[src/sv/fdmb_pkg.sv]
// fdmb_pkg: types and constants shared by the motion box block
// no dependencies
package fdmb_pkg;

	localparam int PixelW  = 8;
	localparam int CfgDimW = 13;
	localparam int CfgDataW = 13;
	localparam int CfgIdxW = 2;
	localparam int CoordW  = 16;
	localparam int BoxMaxW = 12;
	localparam int QueueDepth = 2;

	localparam logic [CoordW-1:0] NoMin = 16'hFFFF;

	localparam logic [CfgIdxW-1:0] CfgFrameWidth     = 2'd0;
	localparam logic [CfgIdxW-1:0] CfgFrameHeight    = 2'd1;
	localparam logic [CfgIdxW-1:0] CfgMotionThreshold = 2'd2;

	localparam logic [CfgDimW-1:0] ResetFrameWidth  = 13'd640;
	localparam logic [CfgDimW-1:0] ResetFrameHeight = 13'd480;
	localparam logic [PixelW-1:0]  ResetThreshold   = 8'd60;

	// one classified pixel passed from front to back
	typedef struct packed {
		logic [PixelW-1:0] diff;
		logic              motion;
		logic              frame_end;
		logic [CoordW-1:0] col;
		logic [CoordW-1:0] row;
	} fdmb_task_t;

	// handshake between front, queue and back
	typedef struct packed {
		logic       valid;
		fdmb_task_t task_data;
	} fdmb_push_t;

endpackage

[src/sv/fdmb_in_if.sv]
// fdmb_in_if: input channel carrying a current / background pixel pair
// depends on fdmb_pkg
interface fdmb_in_if;
	logic                            valid;
	logic                            ready;
	logic [fdmb_pkg::PixelW-1:0]     current_pixel;
	logic [fdmb_pkg::PixelW-1:0]     background_pixel;

	modport source (output valid, output current_pixel, output background_pixel, input ready);
	modport sink (input valid, input current_pixel, input background_pixel, output ready);
endinterface

[src/sv/fdmb_out_if.sv]
// fdmb_out_if: result channel carrying the difference pixel and frame box
// depends on fdmb_pkg
interface fdmb_out_if;
	logic                             valid;
	logic                             ready;
	logic [fdmb_pkg::PixelW-1:0]      difference_pixel;
	logic                             frame_end;
	logic                             motion_found;
	logic [fdmb_pkg::CoordW-1:0]      box_left;
	logic [fdmb_pkg::CoordW-1:0]      box_top;
	logic [fdmb_pkg::BoxMaxW-1:0]     box_right;
	logic [fdmb_pkg::BoxMaxW-1:0]     box_bottom;

	modport source (output valid, output difference_pixel, output frame_end,
		output motion_found, output box_left, output box_top, output box_right,
		output box_bottom, input ready);
	modport sink (input valid, input difference_pixel, input frame_end,
		input motion_found, input box_left, input box_top, input box_right,
		input box_bottom, output ready);
endinterface

[src/sv/fdmb_front.sv]
// fdmb_front: accepts pixel pairs, computes difference, motion flag and raster position
// depends on fdmb_pkg, fdmb_in_if
module fdmb_front #(
	parameter int MAX_DIMENSION = 4096
) (
	input  logic                            clk,
	input  logic                            arst_n,
	input  logic [fdmb_pkg::CfgDimW-1:0]    frame_width,
	input  logic [fdmb_pkg::CfgDimW-1:0]    frame_height,
	input  logic [fdmb_pkg::PixelW-1:0]     motion_threshold,
	fdmb_in_if.sink                         pixels,
	output fdmb_pkg::fdmb_push_t            push,
	input  logic                            push_ready
);
	localparam int CW = $clog2(MAX_DIMENSION);
	localparam int DW = 17;

	logic [CW-1:0] col_q;
	logic [CW-1:0] row_q;
	logic [CW-1:0] last_col;
	logic [CW-1:0] last_row;
	logic [fdmb_pkg::CfgDimW-1:0] w_m1;
	logic [fdmb_pkg::CfgDimW-1:0] h_m1;
	logic          row_end;
	logic          frame_end;
	logic          accept;
	logic [fdmb_pkg::PixelW-1:0] diff;
	logic          valid_s1;
	fdmb_pkg::fdmb_task_t task_s1;

	// effective last column / row: zero acts as one, oversize acts as the maximum
	always_comb begin
		w_m1 = frame_width - 13'd1;
		h_m1 = frame_height - 13'd1;
		if (frame_width == '0) begin
			last_col = '0;
		end else if (DW'(frame_width) > DW'(MAX_DIMENSION)) begin
			last_col = CW'(MAX_DIMENSION - 1);
		end else begin
			last_col = CW'(w_m1);
		end
		if (frame_height == '0) begin
			last_row = '0;
		end else if (DW'(frame_height) > DW'(MAX_DIMENSION)) begin
			last_row = CW'(MAX_DIMENSION - 1);
		end else begin
			last_row = CW'(h_m1);
		end
	end

	assign row_end   = (col_q >= last_col);
	assign frame_end = row_end && (row_q >= last_row);
	assign diff      = (pixels.current_pixel > pixels.background_pixel) ?
		(pixels.current_pixel - pixels.background_pixel) : '0;

	assign pixels.ready = !valid_s1 || push_ready;
	assign accept       = pixels.valid && pixels.ready;

	always_ff @(posedge clk or negedge arst_n) begin
		if (!arst_n) begin
			col_q    <= '0;
			row_q    <= '0;
			valid_s1 <= 1'b0;
		end else begin
			if (accept) begin
				valid_s1 <= 1'b1;
				if (frame_end) begin
					col_q <= '0;
					row_q <= '0;
				end else if (row_end) begin
					col_q <= '0;
					row_q <= row_q + 1'b1;
				end else begin
					col_q <= col_q + 1'b1;
				end
			end else if (push_ready) begin
				valid_s1 <= 1'b0;
			end
		end
	end

	always_ff @(posedge clk) begin
		if (accept) begin
			task_s1.diff      <= diff;
			task_s1.motion    <= (diff > motion_threshold);
			task_s1.frame_end <= frame_end;
			task_s1.col       <= fdmb_pkg::CoordW'(col_q);
			task_s1.row       <= fdmb_pkg::CoordW'(row_q);
		end
	end

	assign push.valid     = valid_s1;
	assign push.task_data = task_s1;
endmodule

[src/sv/fdmb_queue.sv]
// fdmb_queue: short register queue that decouples front and back
// depends on fdmb_pkg
module fdmb_queue (
	input  logic                  clk,
	input  logic                  arst_n,
	input  fdmb_pkg::fdmb_push_t  push,
	output logic                  push_ready,
	output fdmb_pkg::fdmb_push_t  pop,
	input  logic                  pop_ready
);
	localparam int PW = $clog2(fdmb_pkg::QueueDepth);
	localparam int NW = $clog2(fdmb_pkg::QueueDepth + 1);

	fdmb_pkg::fdmb_task_t slot_q [fdmb_pkg::QueueDepth];
	logic [PW-1:0] wr_ptr_q;
	logic [PW-1:0] rd_ptr_q;
	logic [NW-1:0] count_q;
	logic          do_push;
	logic          do_pop;

	assign push_ready = (count_q != NW'(fdmb_pkg::QueueDepth));
	assign do_push    = push.valid && push_ready;
	assign pop.valid  = (count_q != '0);
	assign pop.task_data = slot_q[rd_ptr_q];
	assign do_pop     = pop.valid && pop_ready;

	always_ff @(posedge clk or negedge arst_n) begin
		if (!arst_n) begin
			wr_ptr_q <= '0;
			rd_ptr_q <= '0;
			count_q  <= '0;
		end else begin
			if (do_push) begin
				wr_ptr_q <= (wr_ptr_q == PW'(fdmb_pkg::QueueDepth - 1)) ? '0 : wr_ptr_q + 1'b1;
			end
			if (do_pop) begin
				rd_ptr_q <= (rd_ptr_q == PW'(fdmb_pkg::QueueDepth - 1)) ? '0 : rd_ptr_q + 1'b1;
			end
			case ({do_push, do_pop})
				2'b10:   count_q <= count_q + 1'b1;
				2'b01:   count_q <= count_q - 1'b1;
				default: count_q <= count_q;
			endcase
		end
	end

	always_ff @(posedge clk) begin
		if (do_push) begin
			slot_q[wr_ptr_q] <= push.task_data;
		end
	end
endmodule

[src/sv/fdmb_back.sv]
// fdmb_back: widens the motion box and registers one result beat per pixel
// depends on fdmb_pkg, fdmb_out_if
module fdmb_back #(
	parameter int MAX_DIMENSION = 4096
) (
	input  logic                  clk,
	input  logic                  arst_n,
	input  fdmb_pkg::fdmb_push_t  pop,
	output logic                  pop_ready,
	fdmb_out_if.source            results
);
	localparam int CW = $clog2(MAX_DIMENSION);

	logic [fdmb_pkg::CoordW-1:0] min_col_q;
	logic [fdmb_pkg::CoordW-1:0] min_row_q;
	logic [CW-1:0]               max_col_q;
	logic [CW-1:0]               max_row_q;
	logic [fdmb_pkg::CoordW-1:0] new_min_col;
	logic [fdmb_pkg::CoordW-1:0] new_min_row;
	logic [CW-1:0]               new_max_col;
	logic [CW-1:0]               new_max_row;
	logic [fdmb_pkg::CoordW-1:0] max_col_ext;
	logic [fdmb_pkg::CoordW-1:0] max_row_ext;
	logic [CW-1:0]               x;
	logic [CW-1:0]               y;
	logic                        take;
	logic                        out_valid_q;
	fdmb_pkg::fdmb_task_t        t;

	logic [fdmb_pkg::PixelW-1:0] diff_q;
	logic                        frame_end_q;
	logic                        found_q;
	logic [fdmb_pkg::CoordW-1:0] left_q;
	logic [fdmb_pkg::CoordW-1:0] top_q;
	logic [fdmb_pkg::BoxMaxW-1:0] right_q;
	logic [fdmb_pkg::BoxMaxW-1:0] bottom_q;

	assign t         = pop.task_data;
	assign x         = CW'(t.col);
	assign y         = CW'(t.row);
	assign pop_ready = !out_valid_q || results.ready;
	assign take      = pop.valid && pop_ready;

	always_comb begin
		new_min_col = (t.motion && (t.col < min_col_q)) ? t.col : min_col_q;
		new_min_row = (t.motion && (t.row < min_row_q)) ? t.row : min_row_q;
		new_max_col = (t.motion && (x > max_col_q)) ? x : max_col_q;
		new_max_row = (t.motion && (y > max_row_q)) ? y : max_row_q;
		max_col_ext = fdmb_pkg::CoordW'(new_max_col);
		max_row_ext = fdmb_pkg::CoordW'(new_max_row);
	end

	always_ff @(posedge clk or negedge arst_n) begin
		if (!arst_n) begin
			out_valid_q <= 1'b0;
			min_col_q   <= fdmb_pkg::NoMin;
			min_row_q   <= fdmb_pkg::NoMin;
			max_col_q   <= '0;
			max_row_q   <= '0;
		end else begin
			if (take) begin
				out_valid_q <= 1'b1;
				if (t.frame_end) begin
					min_col_q <= fdmb_pkg::NoMin;
					min_row_q <= fdmb_pkg::NoMin;
					max_col_q <= '0;
					max_row_q <= '0;
				end else begin
					min_col_q <= new_min_col;
					min_row_q <= new_min_row;
					max_col_q <= new_max_col;
					max_row_q <= new_max_row;
				end
			end else if (results.ready) begin
				out_valid_q <= 1'b0;
			end
		end
	end

	always_ff @(posedge clk) begin
		if (take) begin
			diff_q      <= t.diff;
			frame_end_q <= t.frame_end;
			found_q     <= t.frame_end && (new_min_col != fdmb_pkg::NoMin);
			left_q      <= t.frame_end ? new_min_col : '0;
			top_q       <= t.frame_end ? new_min_row : '0;
			right_q     <= t.frame_end ? max_col_ext[fdmb_pkg::BoxMaxW-1:0] : '0;
			bottom_q    <= t.frame_end ? max_row_ext[fdmb_pkg::BoxMaxW-1:0] : '0;
		end
	end

	assign results.valid            = out_valid_q;
	assign results.difference_pixel = diff_q;
	assign results.frame_end        = frame_end_q;
	assign results.motion_found     = found_q;
	assign results.box_left         = left_q;
	assign results.box_top          = top_q;
	assign results.box_right        = right_q;
	assign results.box_bottom       = bottom_q;
endmodule

[src/sv/frame_difference_motion_box.sv]
// frame_difference_motion_box: top level, configuration registers and front/queue/back
// depends on fdmb_pkg, fdmb_in_if, fdmb_out_if, fdmb_front, fdmb_queue, fdmb_back
//
// usage
//  - pixels channel: one beat per pixel pair (current, background), raster order
//  - results channel: one beat per pixel beat, in order; difference_pixel is
//    current minus background clamped at zero; on the last pixel of a frame
//    frame_end is high and the box fields and motion_found describe the frame,
//    otherwise those fields are zero
//  - config port: cfg_we with cfg_index 0 = frame_width, 1 = frame_height,
//    2 = motion_threshold; other indexes are dropped; write only while idle
//  - path: a pixel beat passes the input register, a queue entry and the output
//    register before its result beat is valid
//  - throughput: one pixel per cycle sustained while results.ready stays high; the
//    front counters and the back box update once per beat
//  - stall: when results.ready is low the output register holds, the queue
//    fills, then the input register holds and pixels.ready drops; nothing lost
//  - reset: counters at column 0 row 0, box empty, registers 640 / 480 / 60
module frame_difference_motion_box #(
	parameter int MAX_DIMENSION = 4096
) (
	input  logic                            clk,
	input  logic                            arst_n,
	input  logic                            cfg_we,
	input  logic [fdmb_pkg::CfgIdxW-1:0]    cfg_index,
	input  logic [fdmb_pkg::CfgDataW-1:0]   cfg_data,
	fdmb_in_if.sink                         pixels,
	fdmb_out_if.source                      results
);
	// configuration registers
	logic [fdmb_pkg::CfgDimW-1:0] frame_width_q;
	logic [fdmb_pkg::CfgDimW-1:0] frame_height_q;
	logic [fdmb_pkg::PixelW-1:0]  threshold_q;

	// front to queue and queue to back
	fdmb_pkg::fdmb_push_t push;
	fdmb_pkg::fdmb_push_t pop;
	logic                 push_ready;
	logic                 pop_ready;

	always_ff @(posedge clk or negedge arst_n) begin
		if (!arst_n) begin
			frame_width_q  <= fdmb_pkg::ResetFrameWidth;
			frame_height_q <= fdmb_pkg::ResetFrameHeight;
			threshold_q    <= fdmb_pkg::ResetThreshold;
		end else if (cfg_we) begin
			case (cfg_index)
				fdmb_pkg::CfgFrameWidth:      frame_width_q  <= cfg_data;
				fdmb_pkg::CfgFrameHeight:     frame_height_q <= cfg_data;
				fdmb_pkg::CfgMotionThreshold: threshold_q    <= cfg_data[fdmb_pkg::PixelW-1:0];
				default: ;
			endcase
		end
	end

	// front: difference, motion flag, raster position
	fdmb_front #(
		.MAX_DIMENSION(MAX_DIMENSION)
	) u_front (
		.clk              (clk),
		.arst_n           (arst_n),
		.frame_width      (frame_width_q),
		.frame_height     (frame_height_q),
		.motion_threshold (threshold_q),
		.pixels           (pixels),
		.push             (push),
		.push_ready       (push_ready)
	);

	// queue: lets the front keep taking beats while the back stalls briefly
	fdmb_queue u_queue (
		.clk        (clk),
		.arst_n     (arst_n),
		.push       (push),
		.push_ready (push_ready),
		.pop        (pop),
		.pop_ready  (pop_ready)
	);

	// back: box accumulation and result register
	fdmb_back #(
		.MAX_DIMENSION(MAX_DIMENSION)
	) u_back (
		.clk       (clk),
		.arst_n    (arst_n),
		.pop       (pop),
		.pop_ready (pop_ready),
		.results   (results)
	);
endmodule
[src/flat_wrapper.sv]
// flat-port wrapper written by rule: the top's interface ports become plain ports
module frame_difference_motion_box_flat 
#(
	parameter int MAX_DIMENSION = 4096
)
  (clk, arst_n, cfg_we, cfg_index, cfg_data, pixels_valid, pixels_current_pixel, pixels_background_pixel, pixels_ready, results_valid, results_difference_pixel, results_frame_end, results_motion_found, results_box_left, results_box_top, results_box_right, results_box_bottom, results_ready);
  fdmb_in_if pixels_i ();
  fdmb_out_if results_i ();
  input  logic clk;
  input  logic arst_n;
  input  logic cfg_we;
  input  logic [fdmb_pkg::CfgIdxW-1:0] cfg_index;
  input  logic [fdmb_pkg::CfgDataW-1:0] cfg_data;
  input wire logic [$bits(pixels_i.valid)-1:0] pixels_valid;
  input wire logic [$bits(pixels_i.current_pixel)-1:0] pixels_current_pixel;
  input wire logic [$bits(pixels_i.background_pixel)-1:0] pixels_background_pixel;
  output wire logic [$bits(pixels_i.ready)-1:0] pixels_ready;
  output wire logic [$bits(results_i.valid)-1:0] results_valid;
  output wire logic [$bits(results_i.difference_pixel)-1:0] results_difference_pixel;
  output wire logic [$bits(results_i.frame_end)-1:0] results_frame_end;
  output wire logic [$bits(results_i.motion_found)-1:0] results_motion_found;
  output wire logic [$bits(results_i.box_left)-1:0] results_box_left;
  output wire logic [$bits(results_i.box_top)-1:0] results_box_top;
  output wire logic [$bits(results_i.box_right)-1:0] results_box_right;
  output wire logic [$bits(results_i.box_bottom)-1:0] results_box_bottom;
  input wire logic [$bits(results_i.ready)-1:0] results_ready;
  assign pixels_i.valid = pixels_valid;
  assign pixels_i.current_pixel = pixels_current_pixel;
  assign pixels_i.background_pixel = pixels_background_pixel;
  assign pixels_ready = pixels_i.ready;
  assign results_valid = results_i.valid;
  assign results_difference_pixel = results_i.difference_pixel;
  assign results_frame_end = results_i.frame_end;
  assign results_motion_found = results_i.motion_found;
  assign results_box_left = results_i.box_left;
  assign results_box_top = results_i.box_top;
  assign results_box_right = results_i.box_right;
  assign results_box_bottom = results_i.box_bottom;
  assign results_i.ready = results_ready;
  frame_difference_motion_box #(.MAX_DIMENSION(MAX_DIMENSION)) u_core (.clk(clk), .arst_n(arst_n), .cfg_we(cfg_we), .cfg_index(cfg_index), .cfg_data(cfg_data), .pixels(pixels_i), .results(results_i));
endmodule
[config.mk]
export PLATFORM = sky130hd
export DESIGN_NAME = frame_difference_motion_box_flat
export DESIGN_NICKNAME = d
export VERILOG_FILES = /design/src/sv/fdmb_pkg.sv /design/src/sv/fdmb_in_if.sv /design/src/sv/fdmb_out_if.sv /design/src/sv/fdmb_front.sv /design/src/sv/fdmb_queue.sv /design/src/sv/fdmb_back.sv /design/src/sv/frame_difference_motion_box.sv /design/src/flat_wrapper.sv
export SDC_FILE = /design/constraint.sdc
export NUM_CORES = 1
export LEC_CHECK = 0
export BUFFER_PORTS_ARGS = -buffer_cell sky130_fd_sc_hd__buf_2
export CAP_MARGIN = 20
export CORE_MARGIN = 4
export CORE_UTILIZATION = 50
export DETAILED_ROUTE_END_ITERATION = 10
export PLACE_DENSITY = 0.74
export SYNTH_ARGS = -nofsm -noshare
export SYNTH_HDL_FRONTEND = slang
export SYNTH_SLANG_ARGS = --single-unit
[constraint.sdc]
create_clock -name clk -period 6.55 [get_ports clk]
set_input_delay 0.3275 -clock clk [delete_from_list [all_inputs] [get_ports clk]]
set_output_delay 0.3275 -clock clk [all_outputs]
set_load 0.01 [all_outputs]
Word-level counts from Yosys, hierarchy flattened
Memory sizes are Yosys's and may differ from the RTL's. Index checks and enable logic that the tools add are counted.

Bits in registers: 220. Bits in writable memories: 68. Bits of input ports: 36. Output and inout bits: 68. Memories: 1.

Memory list: u_core.u_queue.slot_q (words 2, width 34, rd ports 1, clocked after memory_dff 0, write ports 1, line fdmb_queue.sv:14) `fdmb_pkg::fdmb_task_t slot_q [fdmb_pkg::QueueDepth];`.

Add/sub/neg operators: 9. Magnitude comparators: 10. Eq/ne operators: 6. Multiplexer cells: 26. Reductions and logical operators: 25.

Operators by type and width (number): $mux 12 (12); $mux 16 (4); $lt 16x16->1 (2); $gt 13x13->1 const B (2); $logic_not 13->1 (2); $add 12x1->12 const B (2); $ge 12x12->1 (2); $gt 12x12->1 (2); $sub 12x1->12 const B (2); $gt 8x8->1 (2); $ne 16x16->1 const B (1); $reduce_bool 2->1 (5); $logic_and 1x1->1 (9); $mux 1 (8); $mux 8 (1); $reduce_and 2->1 (4); $sub 8x8->8 (1); $eq 2x1->1 const B (2); $eq 2x2->1 const B (2); $pmux 2 s2 (1); $add 1x1->1 const B (2); $add 2x1->2 const B (1); $logic_not 1->1 (2); $logic_not 2->1 (1); 3 further kinds (4).

Longest topological paths before layout
Depth after elaboration: 7. Mapped depth: 20. Gate-level depth less buffers: 19.

Hierarchy
Synthesis repeated with hierarchy kept, for this count alone.

Cell total of the unflattened synthesis: 1310. Area total of the unflattened synthesis: 15782.6 µm².

Modules (own cells, without submodules): fdmb_back (times used 1, cells each 663, area an instance 7103.1 µm², seq. area each 3448.3 µm²); fdmb_front (times used 1, cells each 426, area an instance 4110.2 µm², seq. area each 1646.6 µm²); fdmb_queue (times used 1, cells each 148, area an instance 3254.4 µm², seq. area each 2622.5 µm²); frame_difference_motion_box (times used 1, cells each 73, area an instance 1315.0 µm², seq. area each 863.3 µm²).

Least setup slack after synthesis
OpenSTA, ideal clock, no wires.

Kind: flip-flop to flip-flop. Start point: register u_core.frame_width_q[6] in the netlist's numbering. End point: register u_core.u_front.col_q[4]. Arrival time: 3.475 ns. Required time: 6.453 ns. Setup slack: 2.978 ns. Cell stages (with the launch flop): 17. Buffers on the path: 3. Period minus slack after synthesis: 3.572 ns. Cells stage by stage: dfrtp_1 clkbuf_1 nor4_1 nor2b_1 nand2_1 or2_2 buf_2 o21a_1 a221oi_1 ha_1 a211oi_1 o211ai_1 a21oi_1 a221o_1 clkbuf_1 nand2_1 o31ai_1.

Longest elaborated chain between the ends: 6.

Ends and longest elaborated chain: start, declared (line frame_difference_motion_box.sv:31) `logic [fdmb_pkg::CfgDimW-1:0] frame_width_q;`; start signal, assigned (line frame_difference_motion_box.sv:43) `frame_width_q <= fdmb_pkg::ResetFrameWidth;`; start signal, assigned (line frame_difference_motion_box.sv:48) `fdmb_pkg::CfgFrameWidth: frame_width_q <= cfg_data;`; $sub 12x1->12 or $gt 13x13->1 (tied branches) (line fdmb_front.sv:33, fdmb_front.sv:37); $mux 12 (line fdmb_front.sv:37) `end else if (DW'(frame_width) > DW'(MAX_DIMENSION)) begin`; $mux 12 * (line fdmb_front.sv:35) `if (frame_width == '0) begin`; $ge 12x12->1 * (line fdmb_front.sv:51) `assign row_end = (col_q >= last_col);`; $mux 12 or $logic_and 1x1->1 (tied branches) (line fdmb_front.sv:70, fdmb_front.sv:52); $mux 12 * (line fdmb_front.sv:67) `if (frame_end) begin`; end signal, assigned (line fdmb_front.sv:74) `col_q <= col_q + 1'b1;`; end, declared (line fdmb_front.sv:18) `logic [CW-1:0] col_q;`.

Mark *: on every way between the ends. The rest lies on a longest branch, timed or not. A chain may end at the register's enable or synchronous reset.

Worst setup path after layout
Start point: register u_core.frame_width_q[0] in the netlist's numbering. End point: register u_core.u_front.row_q[3].

Longest elaborated chain between the ends: 7.

Ends and longest elaborated chain: $sub 12x1->12 or $gt 13x13->1 (tied branches) (line fdmb_front.sv:33, fdmb_front.sv:37); $mux 12 (line fdmb_front.sv:37); $mux 12 * (line fdmb_front.sv:35); $ge 12x12->1 * (line fdmb_front.sv:51); $logic_and 1x1->1 (line fdmb_front.sv:52) `assign frame_end = row_end && (row_q >= last_row);`; $reduce_bool 2->1 (no source line); $reduce_and 2->1 (no source line); end signal, assigned (line fdmb_front.sv:72) `row_q <= row_q + 1'b1;`; end, declared (line fdmb_front.sv:19) `logic [CW-1:0] row_q;`.

Marks and branches as above.

==> results.toml <==
[status]
run_status = "completed"

[sta]
post-route-worst-setup-slack_ns = 2.28
worstMarginPinSlew_ns = 1.00
timing_hold_violations_final = 0
fin_crit_ns = 4.27
fmax_ghz = 0.234
max_slew_margin = 0.330
fin_crit_sh = 0.651
fin_skew_ns = 0.0108
timing.hold.ws_ns = 0.0494
rsz0062_at_grt = "false"
setup_violations = 0
tns_ns = 0
slew_viol_final = 0

[worst_setup_path]
r2r_cells = 13
reg2reg_from = "u_core.frame_width_q[0]"
worst-r2r-setup-slack_ns = 2.28
required_ns = 6.98
start_kind = "flip-flop"
critPathArrivalTime_ns = 4.70
endpoint_kind = "flip-flop"
timing.rr.end = "u_core.u_front.row_q[3]"
cp_max_fo = 12
path_class = "flip-flop to flip-flop"

[global_route]
grt.met2_usage = 0.288
grt_usage = 0.168
grt_max_degree = 63
grt_pass1_wl_mm = 43.7
grt_overflow = 0
grt_util_met1 = 0.232
grt_busiest_layer = "met2"
met3_usage = 0.0213
first_global_vias = 8741
antenna_found_initial = 0

[clock_tree]
post_cts_buffers = 0
cts_tree = "built"
clk_pin_slew_ns = 0.06
clk_path_buf_depth = 3
clock_latency_ns = 0.54
clockRootBuffer = "clkbuf_16"
cts-buffers-inserted = 30
cts_max_level = 1
ctsResizeCount = 0
clock-sinks = 288

[yosys]
synth-compound-area-share = 0.139
synthSimpleGateAreaFrac = 0.0890
synth_enable_flop_cells = 168
synth_seq_cells = 288
synth.distinct_cells = 64
synthMuxAreaShare = 0.0543
ys_seq_area_frac = 0.579
synth_xor_area_frac = 0.0157
synth_area_um2 = 14000
synth_flop_cell = "edfxtp_1"
synth_top_family_by_area = "compound AO/OA/AOI/OAI gates"
ys_top_cells_by_count = "edfxtp_1 (168), inv_1 (95), ha_1 (91), nor2_1 (83), dfrtp_1 (78)"
synth_fa_ha_area_frac = 0.0828
avgSynthCellArea_um2 = 12.3
synth_top_area_frac = 0.361
async_reset_ff_frac = 0.417
yosys.area.top_type = "edfxtp_1"
synth.most_common_cell = "edfxtp_1"
synthesis.instances = 1134
ys_warn_count = 0
synthesis.nets = 1262
synthTopCellsByArea = "edfxtp_1 (36%), dfrtp_1 (14%), ha_1 (8.1%)"

[layout]
multiInputGateArea_um2 = 5360
areaGrowthSynthToFinish_pct = 14.1
fill_cells = 2199
layout.cells.non_filler = 1637
drive_above_1_share = 0.218
regArea_um2 = 8100
final_util = 0.585
n_antenna_cell = 0
final_area_um2 = 16000
nNetsFinal = 1369

[place]
placed_area_um2 = 14900
dp.cells = 1577
dp_slack_ns = 1.96
dpl.hpwl_mm = 18.8
gp_routability_congestion = 0.831
port_buffers = 103

[routing]
drc = 0
post_drt_wl_per_cell_um = 15.9
ant_nets = 0
viasPerCell = 5.46
wirelength_mm = 26.0
vias = 8936
dr.pass1.iters = 5
drtIter0Drc = 489

[floorplan]
design.die.area_um2 = 30700
fp.coreArea_um2 = 27300
die_height_um = 175
fp-row-count = 60
io_pins = 104
start_util = 0.513
die_w_um = 175

[power_and_ir_drop]
cellLeakagePower_nw = 6.79
ir_drop_v = 0.000204
power_density_nw_per_um2 = 480
p_total_mw = 7.65

[min_path]
hold_depth = 2
min_path_type = "input port to flip-flop"
hp-start = "cfg_data[9]"
hold_path_end = "u_core.frame_height_q[9]"

[job]
cap_violations = 0
-- state kept, by name (all words and copies together) (netlist names), 2 cells and up --
name	flops
u_core.u_back.max_row_q	12
u_core.threshold_q	8
u_core.u_front.col_q	12
u_core.u_queue.slot_q	68
u_core.frame_height_q	13
u_core.u_front.row_q	12
u_core.u_back.min_row_q	16
u_core.u_back.results.box_right	12
u_core.u_queue.count_q	2
u_core.u_back.results.box_bottom	12
u_core.u_front.push	34
u_core.u_back.results.box_left	16
u_core.frame_width_q	13
u_core.u_back.max_col_q	12
u_core.u_back.results.box_top	16
u_core.u_back.min_col_q	16
u_core.u_back.results.difference_pixel	8
-- final cells by class --
cell class	count	area share
repair buffers	116	0.0396
clock buffers	39	0.0505
clock inverters	17	0.0140
flip-flops and latches	288	0.508
inverters	97	0.0228
multi-input cells	708	0.336
well taps	372	0.0292
-- placed cells by master, fill, tap and decap left out, drive strengths merged, types with 7 or more instances in the layout --
cell	netlist	layout
edfxtp	168	168
clkbuf	27	39
a21o	28	28
nand3	13	13
inv	97	99
nor2	83	83
nor4	7	7
o21ai	50	50
dfstp	42	42
mux2	43	43
xnor2	16	16
nor3	16	16
clkinv	0	10
nor2b	14	14
nand2	47	47
nand4	20	20
xor2	9	9
a2bb2oi	23	23
ha	91	91
and3	8	8
o2bb2ai	24	24
mux2i	25	25
nand2b	8	8
a211oi	41	41
buf	14	114
a21oi	59	59
and2	10	10
o21a	11	11
dfrtp	78	78
-- worst max-delay path by stage --
stage	from	to	slack, ns	cells past startpoint
after floorplan	u_core.frame_width_q[6]	u_core.u_front.col_q[4]	2.98	16
after global placement	u_core.u_queue.rd_ptr_q	u_core.u_back.min_col_q[1]	2.10	11
after detailed placement	u_core.u_queue.rd_ptr_q	u_core.u_back.min_col_q[0]	1.96	11
after CTS	u_core.u_queue.rd_ptr_q	u_core.u_back.min_col_q[0]	1.96	11
after global routing	u_core.frame_width_q[6]	u_core.u_front.row_q[3]	1.91	14
final	u_core.frame_width_q[0]	u_core.u_front.row_q[3]	2.28	13
-- power breakdown --
| group | switching [mW] | internal (mW) | total [mW] |
|---|---|---|---|
| registers | 0.372 | 2.81 | 3.19 |
| logic | 1.61 | 1.11 | 2.72 |
| clock network | 0.678 | 1.07 | 1.74 |
| total | 2.66 | 4.99 | 7.65 |
-- layer usage --
metal	vias to the layer above	routed length, µm
met1	4308	11900
met2	182	12600
met5	-	0
met4	0	527
met3	42	967
li1	4404	-
-- critical path, stage by stage, from the launching register on --
cell and delay, ns:
dfrtp_1 0.39, nor3_1 0.26, or3b_2 0.56, nor4_1 0.24, mux2_2 0.38, a221oi_1 0.32, ha_1 0.20, a211oi_1 0.07
o211ai_1 0.10, a21oi_1 0.08, a221o_1 0.44, nor2_1 0.62, o21ai_0 0.23, a22o_1 0.28
-- cell families (layout without fill, tap and decap cells) --
family | count (synthesis) | after routing
AOI/OAI and AO/OA | 273 | 273
muxes | 68 | 68
adders and majority gates | 92 | 92
DFF | 288 | 288
and+or+nand+nor | 250 | 250
xor gates and xnor gates | 25 | 25
buffers and inverters | 138 | 269
-- repair_timing --
| item | in CTS | in global routing |
|---|---|---|
| hold buffers | 2 | 0 |
| endpoints found under the hold margin | 49 | 0 |
| endpoints found under the setup margin | 0 | 0 |
No activity file was read; power rests on OpenSTA's default activity.
